File: config.mk
export PLATFORM = sky130hd
export DESIGN_NAME = sjf_nonpreemptive_scheduler_flat
export DESIGN_NICKNAME = d
export VERILOG_FILES = /design/src/sjf_pkg.sv /design/src/sjf_job_if.sv /design/src/sjf_res_if.sv /design/src/sjf_store.sv /design/src/sjf_out_reg.sv /design/src/sjf_nonpreemptive_scheduler.sv /design/src/flat_wrapper.sv
export SDC_FILE = /design/constraint.sdc
export NUM_CORES = 1
export LEC_CHECK = 0
export BUFFER_PORTS_ARGS = -buffer_cell sky130_fd_sc_hd__buf_4
export CORE_ASPECT_RATIO = 2
export CORE_UTILIZATION = 30
export CTS_BUF_LIST = sky130_fd_sc_hd__clkbuf_4
export DETAILED_ROUTE_END_ITERATION = 10
export PLACE_DENSITY = 0.42
export SLEW_MARGIN = 15
export SYNTH_ARGS = -nofsm -noshare
export SYNTH_HDL_FRONTEND = slang
export SYNTH_SLANG_ARGS = --single-unit
File: constraint.sdc
create_clock -name clk_i -period 4.3 [get_ports clk_i]
set_clock_uncertainty 0.1 [all_clocks]
set_input_delay 0.645 -clock clk_i [delete_from_list [all_inputs] [get_ports clk_i]]
set_output_delay 0.645 -clock clk_i [all_outputs]
set_load 0.1 [all_outputs]
File: src/sjf_pkg.sv
`default_nettype none

package sjf_pkg;

  // Ready store depth and derived widths
  localparam int QUEUE_DEPTH = 16;
  localparam int IdxW        = (QUEUE_DEPTH > 1) ? $clog2(QUEUE_DEPTH) : 1;
  localparam int CntW        = $clog2(QUEUE_DEPTH + 1);

  // Fixed field widths
  localparam int IdW    = 8;
  localparam int BurstW = 16;
  localparam int TimeW  = 16;

  typedef enum logic {
    CMD_ARRIVE = 1'b0,
    CMD_TICK   = 1'b1
  } cmd_e;

  typedef enum logic [2:0] {
    ST_IDLE,
    ST_INS_CMP,
    ST_INS_PUT,
    ST_TAKE,
    ST_POST
  } state_e;

  typedef struct packed {
    logic [IdW-1:0]    id;
    logic [BurstW-1:0] burst;
  } entry_t;

  typedef struct packed {
    logic            we;
    logic [IdxW-1:0] waddr;
    entry_t          wdata;
    logic [IdxW-1:0] raddr;
  } store_req_t;

  typedef struct packed {
    logic             running_valid;
    logic [IdW-1:0]   running_id;
    logic             started;
    logic             finished;
    logic [IdW-1:0]   finished_id;
    logic [TimeW-1:0] now;
    logic             dropped;
  } result_t;

  // Circular index step, any depth
  function automatic logic [IdxW-1:0] idx_next(input logic [IdxW-1:0] i);
    logic [IdxW-1:0] r;
    if (i == IdxW'(QUEUE_DEPTH - 1)) r = '0;
    else r = i + IdxW'(1);
    return r;
  endfunction

  function automatic logic [IdxW-1:0] idx_prev(input logic [IdxW-1:0] i);
    logic [IdxW-1:0] r;
    if (i == '0) r = IdxW'(QUEUE_DEPTH - 1);
    else r = i - IdxW'(1);
    return r;
  endfunction

endpackage

`default_nettype wire

File: src/sjf_job_if.sv
`default_nettype none

interface sjf_job_if import sjf_pkg::*; ();
  logic              valid;
  logic              ready;
  logic              cmd;
  logic [IdW-1:0]    job_id;
  logic [BurstW-1:0] burst;

  modport source (output valid, cmd, job_id, burst, input ready);
  modport sink   (input valid, cmd, job_id, burst, output ready);
endinterface

`default_nettype wire

File: src/sjf_res_if.sv
`default_nettype none

interface sjf_res_if import sjf_pkg::*; ();
  logic             valid;
  logic             ready;
  logic             running_valid;
  logic [IdW-1:0]   running_id;
  logic             started;
  logic             finished;
  logic [IdW-1:0]   finished_id;
  logic [TimeW-1:0] now;
  logic             dropped;

  modport source (output valid, running_valid, running_id, started, finished,
                  finished_id, now, dropped, input ready);
  modport sink   (input valid, running_valid, running_id, started, finished,
                  finished_id, now, dropped, output ready);
endinterface

`default_nettype wire

File: src/sjf_store.sv
`default_nettype none

// Ready store: one write port, one read port, registered read data.
module sjf_store import sjf_pkg::*; (
  input  wire             clk_i,
  input  wire store_req_t req_i,
  output entry_t          rdata_o
);

  entry_t mem_q [QUEUE_DEPTH];
  entry_t rdata_q;

  always_ff @(posedge clk_i) begin
    if (req_i.we) begin
      mem_q[req_i.waddr] <= req_i.wdata;
    end
    rdata_q <= mem_q[req_i.raddr];
  end

  assign rdata_o = rdata_q;

endmodule

`default_nettype wire

File: src/sjf_out_reg.sv
`default_nettype none

// Output word register; frees when empty or being taken.
module sjf_out_reg import sjf_pkg::*; (
  input  wire              clk_i,
  input  wire              rst_ni,
  input  wire              load_i,
  input  wire result_t     res_i,
  output logic             free_o,
  sjf_res_if.source        res_o
);

  logic    valid_q, valid_d;
  result_t data_q;

  assign free_o  = !valid_q || res_o.ready;
  assign valid_d = load_i ? 1'b1 : (res_o.ready ? 1'b0 : valid_q);

  always_ff @(posedge clk_i or negedge rst_ni) begin
    if (!rst_ni) begin
      valid_q <= 1'b0;
    end else begin
      valid_q <= valid_d;
    end
  end

  always_ff @(posedge clk_i) begin
    if (load_i) begin
      data_q <= res_i;
    end
  end

  assign res_o.valid         = valid_q;
  assign res_o.running_valid = data_q.running_valid;
  assign res_o.running_id    = data_q.running_id;
  assign res_o.started       = data_q.started;
  assign res_o.finished      = data_q.finished;
  assign res_o.finished_id   = data_q.finished_id;
  assign res_o.now           = data_q.now;
  assign res_o.dropped       = data_q.dropped;

endmodule

`default_nettype wire

File: src/sjf_nonpreemptive_scheduler.sv
`default_nettype none

// Channel  Dir  Word
// -------  ---  ---------------------------------------------------------------
// job_i    in   cmd (arrive/tick), job_id, burst
// res_o    out  running_valid, running_id, started, finished, finished_id,
//               now, dropped
//
// One word at a time. Arrive into an empty or full store: idle, then post;
// else one read-compare-shift step per cycle through the ready store for
// each stored job with a longer burst, then a write, then post. Tick: idle,
// take when a job leaves the store (twice when a zero-burst job taken from
// idle is replaced at once), post. A waiting result holds the post state and
// so stalls acceptance. Reset clears control state only; the store needs no
// clearing, only entries below the count are read.
module sjf_nonpreemptive_scheduler import sjf_pkg::*; (
  input  wire       clk_i,
  input  wire       rst_ni,
  sjf_job_if.sink   job_i,
  sjf_res_if.source res_o
);

  // Control state
  state_e state_q, state_d;

  // Ready store is a circular buffer kept sorted by burst from head_q
  logic [IdxW-1:0]   head_q, head_d;
  logic [CntW-1:0]   count_q, count_d;

  // Running job
  logic              act_valid_q, act_valid_d;
  logic [IdW-1:0]    act_id_q, act_id_d;
  logic [BurstW-1:0] act_left_q, act_left_d;
  logic [TimeW-1:0]  time_q, time_d;

  // Insertion walk: slot being filled, compares left, job being placed
  logic [IdxW-1:0]   idx_q, idx_d;
  logic [CntW-1:0]   k_q, k_d;
  entry_t            new_q, new_d;

  // Second take in the same tick (replacement)
  logic              repl_q, repl_d;

  // Result being built
  result_t           res_q, res_d;

  store_req_t        req;
  entry_t            rdata;
  logic              out_free;
  logic              out_load;

  logic              accept;
  logic              is_tick;
  logic              full;
  logic [IdxW:0]     tail_sum;
  logic [IdxW-1:0]   tail;
  logic              rd_longer;
  logic              take_runs;

  sjf_store u_store (
    .clk_i   (clk_i),
    .req_i   (req),
    .rdata_o (rdata)
  );

  sjf_out_reg u_out (
    .clk_i  (clk_i),
    .rst_ni (rst_ni),
    .load_i (out_load),
    .res_i  (res_q),
    .free_o (out_free),
    .res_o  (res_o)
  );

  assign job_i.ready = (state_q == ST_IDLE);
  assign accept      = job_i.valid && job_i.ready;
  assign is_tick     = (job_i.cmd == CMD_TICK);
  assign full        = (count_q == CntW'(QUEUE_DEPTH));

  // First free slot behind the last stored job
  assign tail_sum = {1'b0, head_q} + (IdxW+1)'(count_q);
  assign tail     = (tail_sum >= (IdxW+1)'(QUEUE_DEPTH))
                  ? IdxW'(tail_sum - (IdxW+1)'(QUEUE_DEPTH))
                  : tail_sum[IdxW-1:0];

  // Stored job must move up when strictly longer (equal bursts keep order)
  assign rd_longer = (rdata.burst > new_q.burst);

  // Taken job runs this tick unless it is a zero-burst job taken from idle
  assign take_runs = repl_q || (rdata.burst != '0);

  // Next state
  always_comb begin
    state_d = state_q;
    unique case (state_q)
      ST_IDLE: begin
        if (accept) begin
          if (!is_tick) begin
            if (full || count_q == '0) state_d = ST_POST;
            else state_d = ST_INS_CMP;
          end else if (act_valid_q && act_left_q != '0) begin
            state_d = ST_POST;
          end else if (count_q == '0) begin
            state_d = ST_POST;
          end else begin
            state_d = ST_TAKE;
          end
        end
      end
      ST_INS_CMP: begin
        if (!rd_longer) state_d = ST_POST;
        else if (k_q == CntW'(1)) state_d = ST_INS_PUT;
      end
      ST_INS_PUT: state_d = ST_POST;
      ST_TAKE: begin
        if (take_runs || count_q == CntW'(1)) state_d = ST_POST;
      end
      ST_POST: begin
        if (out_free) state_d = ST_IDLE;
      end
      default: state_d = ST_IDLE;
    endcase
  end

  // Datapath and store accesses
  always_comb begin
    head_d      = head_q;
    count_d     = count_q;
    act_valid_d = act_valid_q;
    act_id_d    = act_id_q;
    act_left_d  = act_left_q;
    time_d      = time_q;
    idx_d       = idx_q;
    k_d         = k_q;
    new_d       = new_q;
    repl_d      = repl_q;
    res_d       = res_q;
    out_load    = 1'b0;
    req         = '0;
    req.raddr   = head_q;

    unique case (state_q)
      ST_IDLE: begin
        if (accept) begin
          res_d     = '0;
          res_d.now = time_q;
          if (!is_tick) begin
            new_d = '{id: job_i.job_id, burst: job_i.burst};
            idx_d = tail;
            k_d   = count_q;
            if (full) begin
              res_d.dropped = 1'b1;
            end else if (count_q == '0) begin
              req.we    = 1'b1;
              req.waddr = tail;
              req.wdata = '{id: job_i.job_id, burst: job_i.burst};
              count_d   = count_q + CntW'(1);
            end else begin
              req.raddr = idx_prev(tail);
            end
          end else begin
            time_d = time_q + TimeW'(1);
            if (act_valid_q && act_left_q != '0) begin
              act_left_d          = act_left_q - BurstW'(1);
              res_d.running_valid = 1'b1;
              res_d.running_id    = act_id_q;
            end else if (act_valid_q) begin
              // Active job done: report it, then replace if anything waits
              res_d.finished    = 1'b1;
              res_d.finished_id = act_id_q;
              if (count_q == '0) begin
                act_valid_d = 1'b0;
                act_id_d    = '0;
              end else begin
                req.raddr = head_q;
                repl_d    = 1'b1;
              end
            end else if (count_q != '0) begin
              req.raddr = head_q;
              repl_d    = 1'b0;
            end
          end
        end
      end

      ST_INS_CMP: begin
        req.we = 1'b1;
        if (rd_longer) begin
          // Shift stored job up one slot, look at the next one down
          req.waddr = idx_q;
          req.wdata = rdata;
          idx_d     = idx_prev(idx_q);
          k_d       = k_q - CntW'(1);
          req.raddr = idx_prev(idx_prev(idx_q));
        end else begin
          req.waddr = idx_q;
          req.wdata = new_q;
          count_d   = count_q + CntW'(1);
        end
      end

      ST_INS_PUT: begin
        req.we    = 1'b1;
        req.waddr = idx_q;
        req.wdata = new_q;
        count_d   = count_q + CntW'(1);
      end

      ST_TAKE: begin
        head_d      = idx_next(head_q);
        count_d     = count_q - CntW'(1);
        act_valid_d = 1'b1;
        act_id_d    = rdata.id;
        act_left_d  = rdata.burst;
        if (take_runs) begin
          if (rdata.burst != '0) act_left_d = rdata.burst - BurstW'(1);
          res_d.started       = 1'b1;
          res_d.running_valid = 1'b1;
          res_d.running_id    = rdata.id;
        end else begin
          // Zero-burst job from idle finishes in the same tick
          res_d.finished    = 1'b1;
          res_d.finished_id = rdata.id;
          if (count_q == CntW'(1)) begin
            act_valid_d = 1'b0;
            act_id_d    = '0;
          end else begin
            req.raddr = idx_next(head_q);
            repl_d    = 1'b1;
          end
        end
      end

      ST_POST: begin
        out_load = out_free;
      end

      default: ;
    endcase
  end

  always_ff @(posedge clk_i or negedge rst_ni) begin
    if (!rst_ni) begin
      state_q     <= ST_IDLE;
      head_q      <= '0;
      count_q     <= '0;
      act_valid_q <= 1'b0;
      act_id_q    <= '0;
      act_left_q  <= '0;
      time_q      <= '0;
      repl_q      <= 1'b0;
    end else begin
      state_q     <= state_d;
      head_q      <= head_d;
      count_q     <= count_d;
      act_valid_q <= act_valid_d;
      act_id_q    <= act_id_d;
      act_left_q  <= act_left_d;
      time_q      <= time_d;
      repl_q      <= repl_d;
    end
  end

  always_ff @(posedge clk_i) begin
    idx_q <= idx_d;
    k_q   <= k_d;
    new_q <= new_d;
    res_q <= res_d;
  end

endmodule

`default_nettype wire
File: src/flat_wrapper.sv
// flat-port wrapper written by rule: the top's interface ports become plain ports
module sjf_nonpreemptive_scheduler_flat import sjf_pkg::*;
  (clk_i, rst_ni, job_i_valid, job_i_cmd, job_i_job_id, job_i_burst, job_i_ready, res_o_valid, res_o_running_valid, res_o_running_id, res_o_started, res_o_finished, res_o_finished_id, res_o_now, res_o_dropped, res_o_ready);
  sjf_job_if job_i_i ();
  sjf_res_if res_o_i ();
  input  wire clk_i;
  input  wire rst_ni;
  input wire logic [$bits(job_i_i.valid)-1:0] job_i_valid;
  input wire logic [$bits(job_i_i.cmd)-1:0] job_i_cmd;
  input wire logic [$bits(job_i_i.job_id)-1:0] job_i_job_id;
  input wire logic [$bits(job_i_i.burst)-1:0] job_i_burst;
  output wire logic [$bits(job_i_i.ready)-1:0] job_i_ready;
  output wire logic [$bits(res_o_i.valid)-1:0] res_o_valid;
  output wire logic [$bits(res_o_i.running_valid)-1:0] res_o_running_valid;
  output wire logic [$bits(res_o_i.running_id)-1:0] res_o_running_id;
  output wire logic [$bits(res_o_i.started)-1:0] res_o_started;
  output wire logic [$bits(res_o_i.finished)-1:0] res_o_finished;
  output wire logic [$bits(res_o_i.finished_id)-1:0] res_o_finished_id;
  output wire logic [$bits(res_o_i.now)-1:0] res_o_now;
  output wire logic [$bits(res_o_i.dropped)-1:0] res_o_dropped;
  input wire logic [$bits(res_o_i.ready)-1:0] res_o_ready;
  assign job_i_i.valid = job_i_valid;
  assign job_i_i.cmd = job_i_cmd;
  assign job_i_i.job_id = job_i_job_id;
  assign job_i_i.burst = job_i_burst;
  assign job_i_ready = job_i_i.ready;
  assign res_o_valid = res_o_i.valid;
  assign res_o_running_valid = res_o_i.running_valid;
  assign res_o_running_id = res_o_i.running_id;
  assign res_o_started = res_o_i.started;
  assign res_o_finished = res_o_i.finished;
  assign res_o_finished_id = res_o_i.finished_id;
  assign res_o_now = res_o_i.now;
  assign res_o_dropped = res_o_i.dropped;
  assign res_o_i.ready = res_o_ready;
  sjf_nonpreemptive_scheduler u_core (.clk_i(clk_i), .rst_ni(rst_ni), .job_i(job_i_i), .res_o(res_o_i));
endmodule
==> reports/summary.txt <==
Worst Max-Slew Pin Slew -> 0.953 ns
Total global routing overflow -> 0
Crit path cell chain -> buf_4, ha_1, nand4_1, nor4_2, a21bo_2, a31oi_2, a31oi_1, o211ai_1, buf_4, buf_12, mux4_2, a22oi_2, o211ai_2
# placed instances -> 2,609
Cell Rows -> 145
Worst-skew pair later-pin latency -> 0.92 ns
Multi-input gate area -> 0.00676 sq mm
Global-route wire length before repair -> 102,000 um
Vias per inst -> 4.96
Die Ht -> 400 um
Main synth FF type -> edfxtp_1
Synth async-reset ratio -> 9.68%
CTS root buf -> clkbuf_4
Port Buf Inserts -> 66
Leak -> 10.0 nW
Hold_ws -> 0.252 ns
Relative slew slack -> 35.6%
Post-layout util -> 36.2%
Initial Util -> 30.4%
Post-synthesis cell type count -> 80
CTS tree -> yes
Minimum clock period after layout -> 3.95 ns
Hold Path Class -> input pin to asynchronous set/reset pin
Worst-path clk slew -> 0.08 ns
Register area share after synthesis -> 69.6%
Worst path arrival time -> 4.59 ns
# fillers -> 7,500
Net count, final -> 1,808
Power Dens Cells -> 796 mW/mm^2
Most frequent CP cell -> buf_4
Final Power -> 22.5 mW
Synth Net Count -> 1,563
IO Count -> 67
Drt wl/cell -> 24.2 um
Commonest cells post-synth -> 489 x edfxtp_1, 69 x nand2_1, 66 x inv_1
Mapped cell area -> 0.0238 sq mm
Cell family with most CP delay -> compound AO/OA/AOI/OAI gates
CP Max Fanout -> 37
DRT iter0 DRCs -> 840
Achievable Freq -> 253 MHz
Die W -> 201 um
Core box area -> 0.0782 sq mm
Warnings, synthesis -> 0
Synth Instances -> 1,498
Final TNS setup -> 0 ns
Dpl ws -> -0.00754 ns
WL final -> 69,600 um
Post-synth EDFFs -> 489
Register area -> 0.0165 sq mm
Layout cells sized above 1 -> 29.5%
Fin area -> 0.0283 sq mm
Via Count -> 14,300
Worst setup SP type -> register
Period utilization -> 91.9%
Status -> complete, no violations
Number of iterations in the first detailed-routing pass -> 9
Synth top area share -> 61.8%
Largest net degree at the start of global routing -> 56
Gpl congestion -> 0.796
Clock tree sinks -> 568
Maxcap violations -> 0
Gr usage total -> 17.7%
Detailed Place HPWL -> 44,100 um
Critical Path RT -> 4.94 ns
Setup slack after layout -> 0.349 ns
Vias in the first global route -> 15,500
Crit-path max cell delay -> 0.43 ns
Non-filler cells in the finished layout -> 2,879
Placed cell areas -> 0.0263 sq mm
Top post-synthesis cells by area -> edfxtp_1 62%, dfrtp_1 5.8%, mux4_2 4.5%
Worst VDD drop -> 0.000534 V
Slew Viols, Final -> 0
Post-route ant nets -> 0
Drc violations -> 0
RSZ-0062 raised after global routing -> no
#FFs+latches synth -> 568
Setup-failing EPs final -> 0
CTS Buffer Depth -> 3
Cts bufs inserted -> 133
Slowest cell on the critical path -> nor4_2
Synth area leader -> edfxtp_1
Most common cell in the netlist -> edfxtp_1
Initial antenna violation count -> 1
Area Growth Syn to Fin -> 19.1%
CP Buf/Inv Count -> 3
Endpoint class of the critical path -> register
CTS H-Tree Depth -> 4
Die area -> 0.0804 sq mm
Syn_area_per_cell -> 15.9 sq um
Final hold violations -> 0
Crit Path Category -> register to register
==> final timing paths <==
kind | cells after the start | endpoint | startpoint | slack (ns)
min in group clk_i | 0 | u_core.u_out.res_o.now[7] | u_core.res_q[8] | 0.31
worst max register to register | 13 | u_core.u_store.rdata_o[11] | u_core.u_store.rdata_o[12] | 0.35
max in group asynchronous | 2 | u_core.head_q[2] | rst_ni | 3.29
worst min-delay path | 2 | u_core.act_left_q[1] | rst_ni | 0.25
worst max-delay path | 13 | u_core.u_store.rdata_o[11] | u_core.u_store.rdata_o[12] | 0.35
worst min register to register | 0 | u_core.u_out.res_o.now[7] | u_core.res_q[8] | 0.31
==> metal layers <==
| metal | up-vias | GRT usage (%) | share of wire, % |
|---|---|---|---|
| met2 | 365 | 35.1 | 58 |
| met3 | 126 | 2.88 | 3.2 |
| met5 | - | 0 | 0 |
| met1 | 7309 | 17.9 | 36 |
| met4 | 0 | 7.52 | 3.4 |
| li1 | 6474 | - | - |
==> report_power, final <==
part / switching, mW / leakage, nW / internal (mW)
sequential: 0.629 / 5.43 / 7.39
combinational: 6.07 / 3.60 / 3.99
clock: 2.23 / 1.02 / 2.22
total: 8.93 / 10.0 / 13.6
==> area by class of cell <==
| cell class | count | share of cell area (%) |
|---|---|---|
| multi-input cells | 786 | 23.9 |
| inverters | 67 | 0.889 |
| well taps | 1029 | 4.55 |
| repair buffers | 187 | 6.09 |
| clock buffers | 194 | 5.15 |
| flip-flops and latches | 568 | 58.4 |
| diodes | 1 | 0.00884 |
| clock inverters | 47 | 0.986 |
==> timing repair <==
item,in CTS,in global routing
cloned,0,0
hold buffers,28,0
setup endpoints to repair,6,227
setup buffers,0,0
hold endpoints to repair,83,0
resized for setup,1,2
==> cells in the final DEF, fill, tap and decap left out, drive strengths merged, types with 4 or more instances in the layout <==
| master | n |
|---|---|
| buf | 159 |
| mux4 | 48 |
| a31oi | 8 |
| a32o | 9 |
| inv | 74 |
| o211ai | 48 |
| and3 | 8 |
| nand2 | 69 |
| o21a | 4 |
| a21oi | 48 |
| a22oi | 26 |
| nor3 | 13 |
| edfxtp | 489 |
| a22o | 22 |
| clkinv | 33 |
| dfrtp | 55 |
| mux2i | 54 |
| nand3 | 58 |
| clkbuf | 194 |
| nor4 | 4 |
| nor2b | 7 |
| mux2 | 49 |
| dlygate4sd3 | 28 |
| nand4 | 10 |
| or4 | 7 |
| xnor2 | 30 |
| nand2b | 6 |
| a222oi | 24 |
| nor2 | 49 |
| dfxtp | 24 |
| xor2 | 10 |
| clkinvlp | 5 |
| or2 | 6 |
| ha | 35 |
| o21ai | 58 |
| or3 | 14 |
| o22ai | 11 |
==> cell families (layout without fill, tap and decap cells) <==
group,Yosys count,count (layout),share of synthesized area [%]
xor gates and xnor gates,40,40,1.47
buffers and inverters,144,495,2.70
AOI/OAI and AO/OA,287,287,9.31
adders and majority gates,36,36,1.93
DFF,568,568,69.6
other,0,1,0
muxes,151,151,9.14
and+or+nand+nor,272,272,5.85
==> sequential cells by signal (all words and copies together), names as in the netlist, 8 cells and up <==
register	cells
u_core.act_id_q	8
u_core.u_out.res_o.running_id	8
u_core.res_q	36
u_core.u_out.res_o.now	16
u_core.act_left_q	16
u_core.time_q	16
u_core.new_q	24
u_core.u_store.rdata_o	24
u_core.u_store.mem_q	384
u_core.u_out.res_o.finished_id	8
Power figures use the tool's default switching activity.
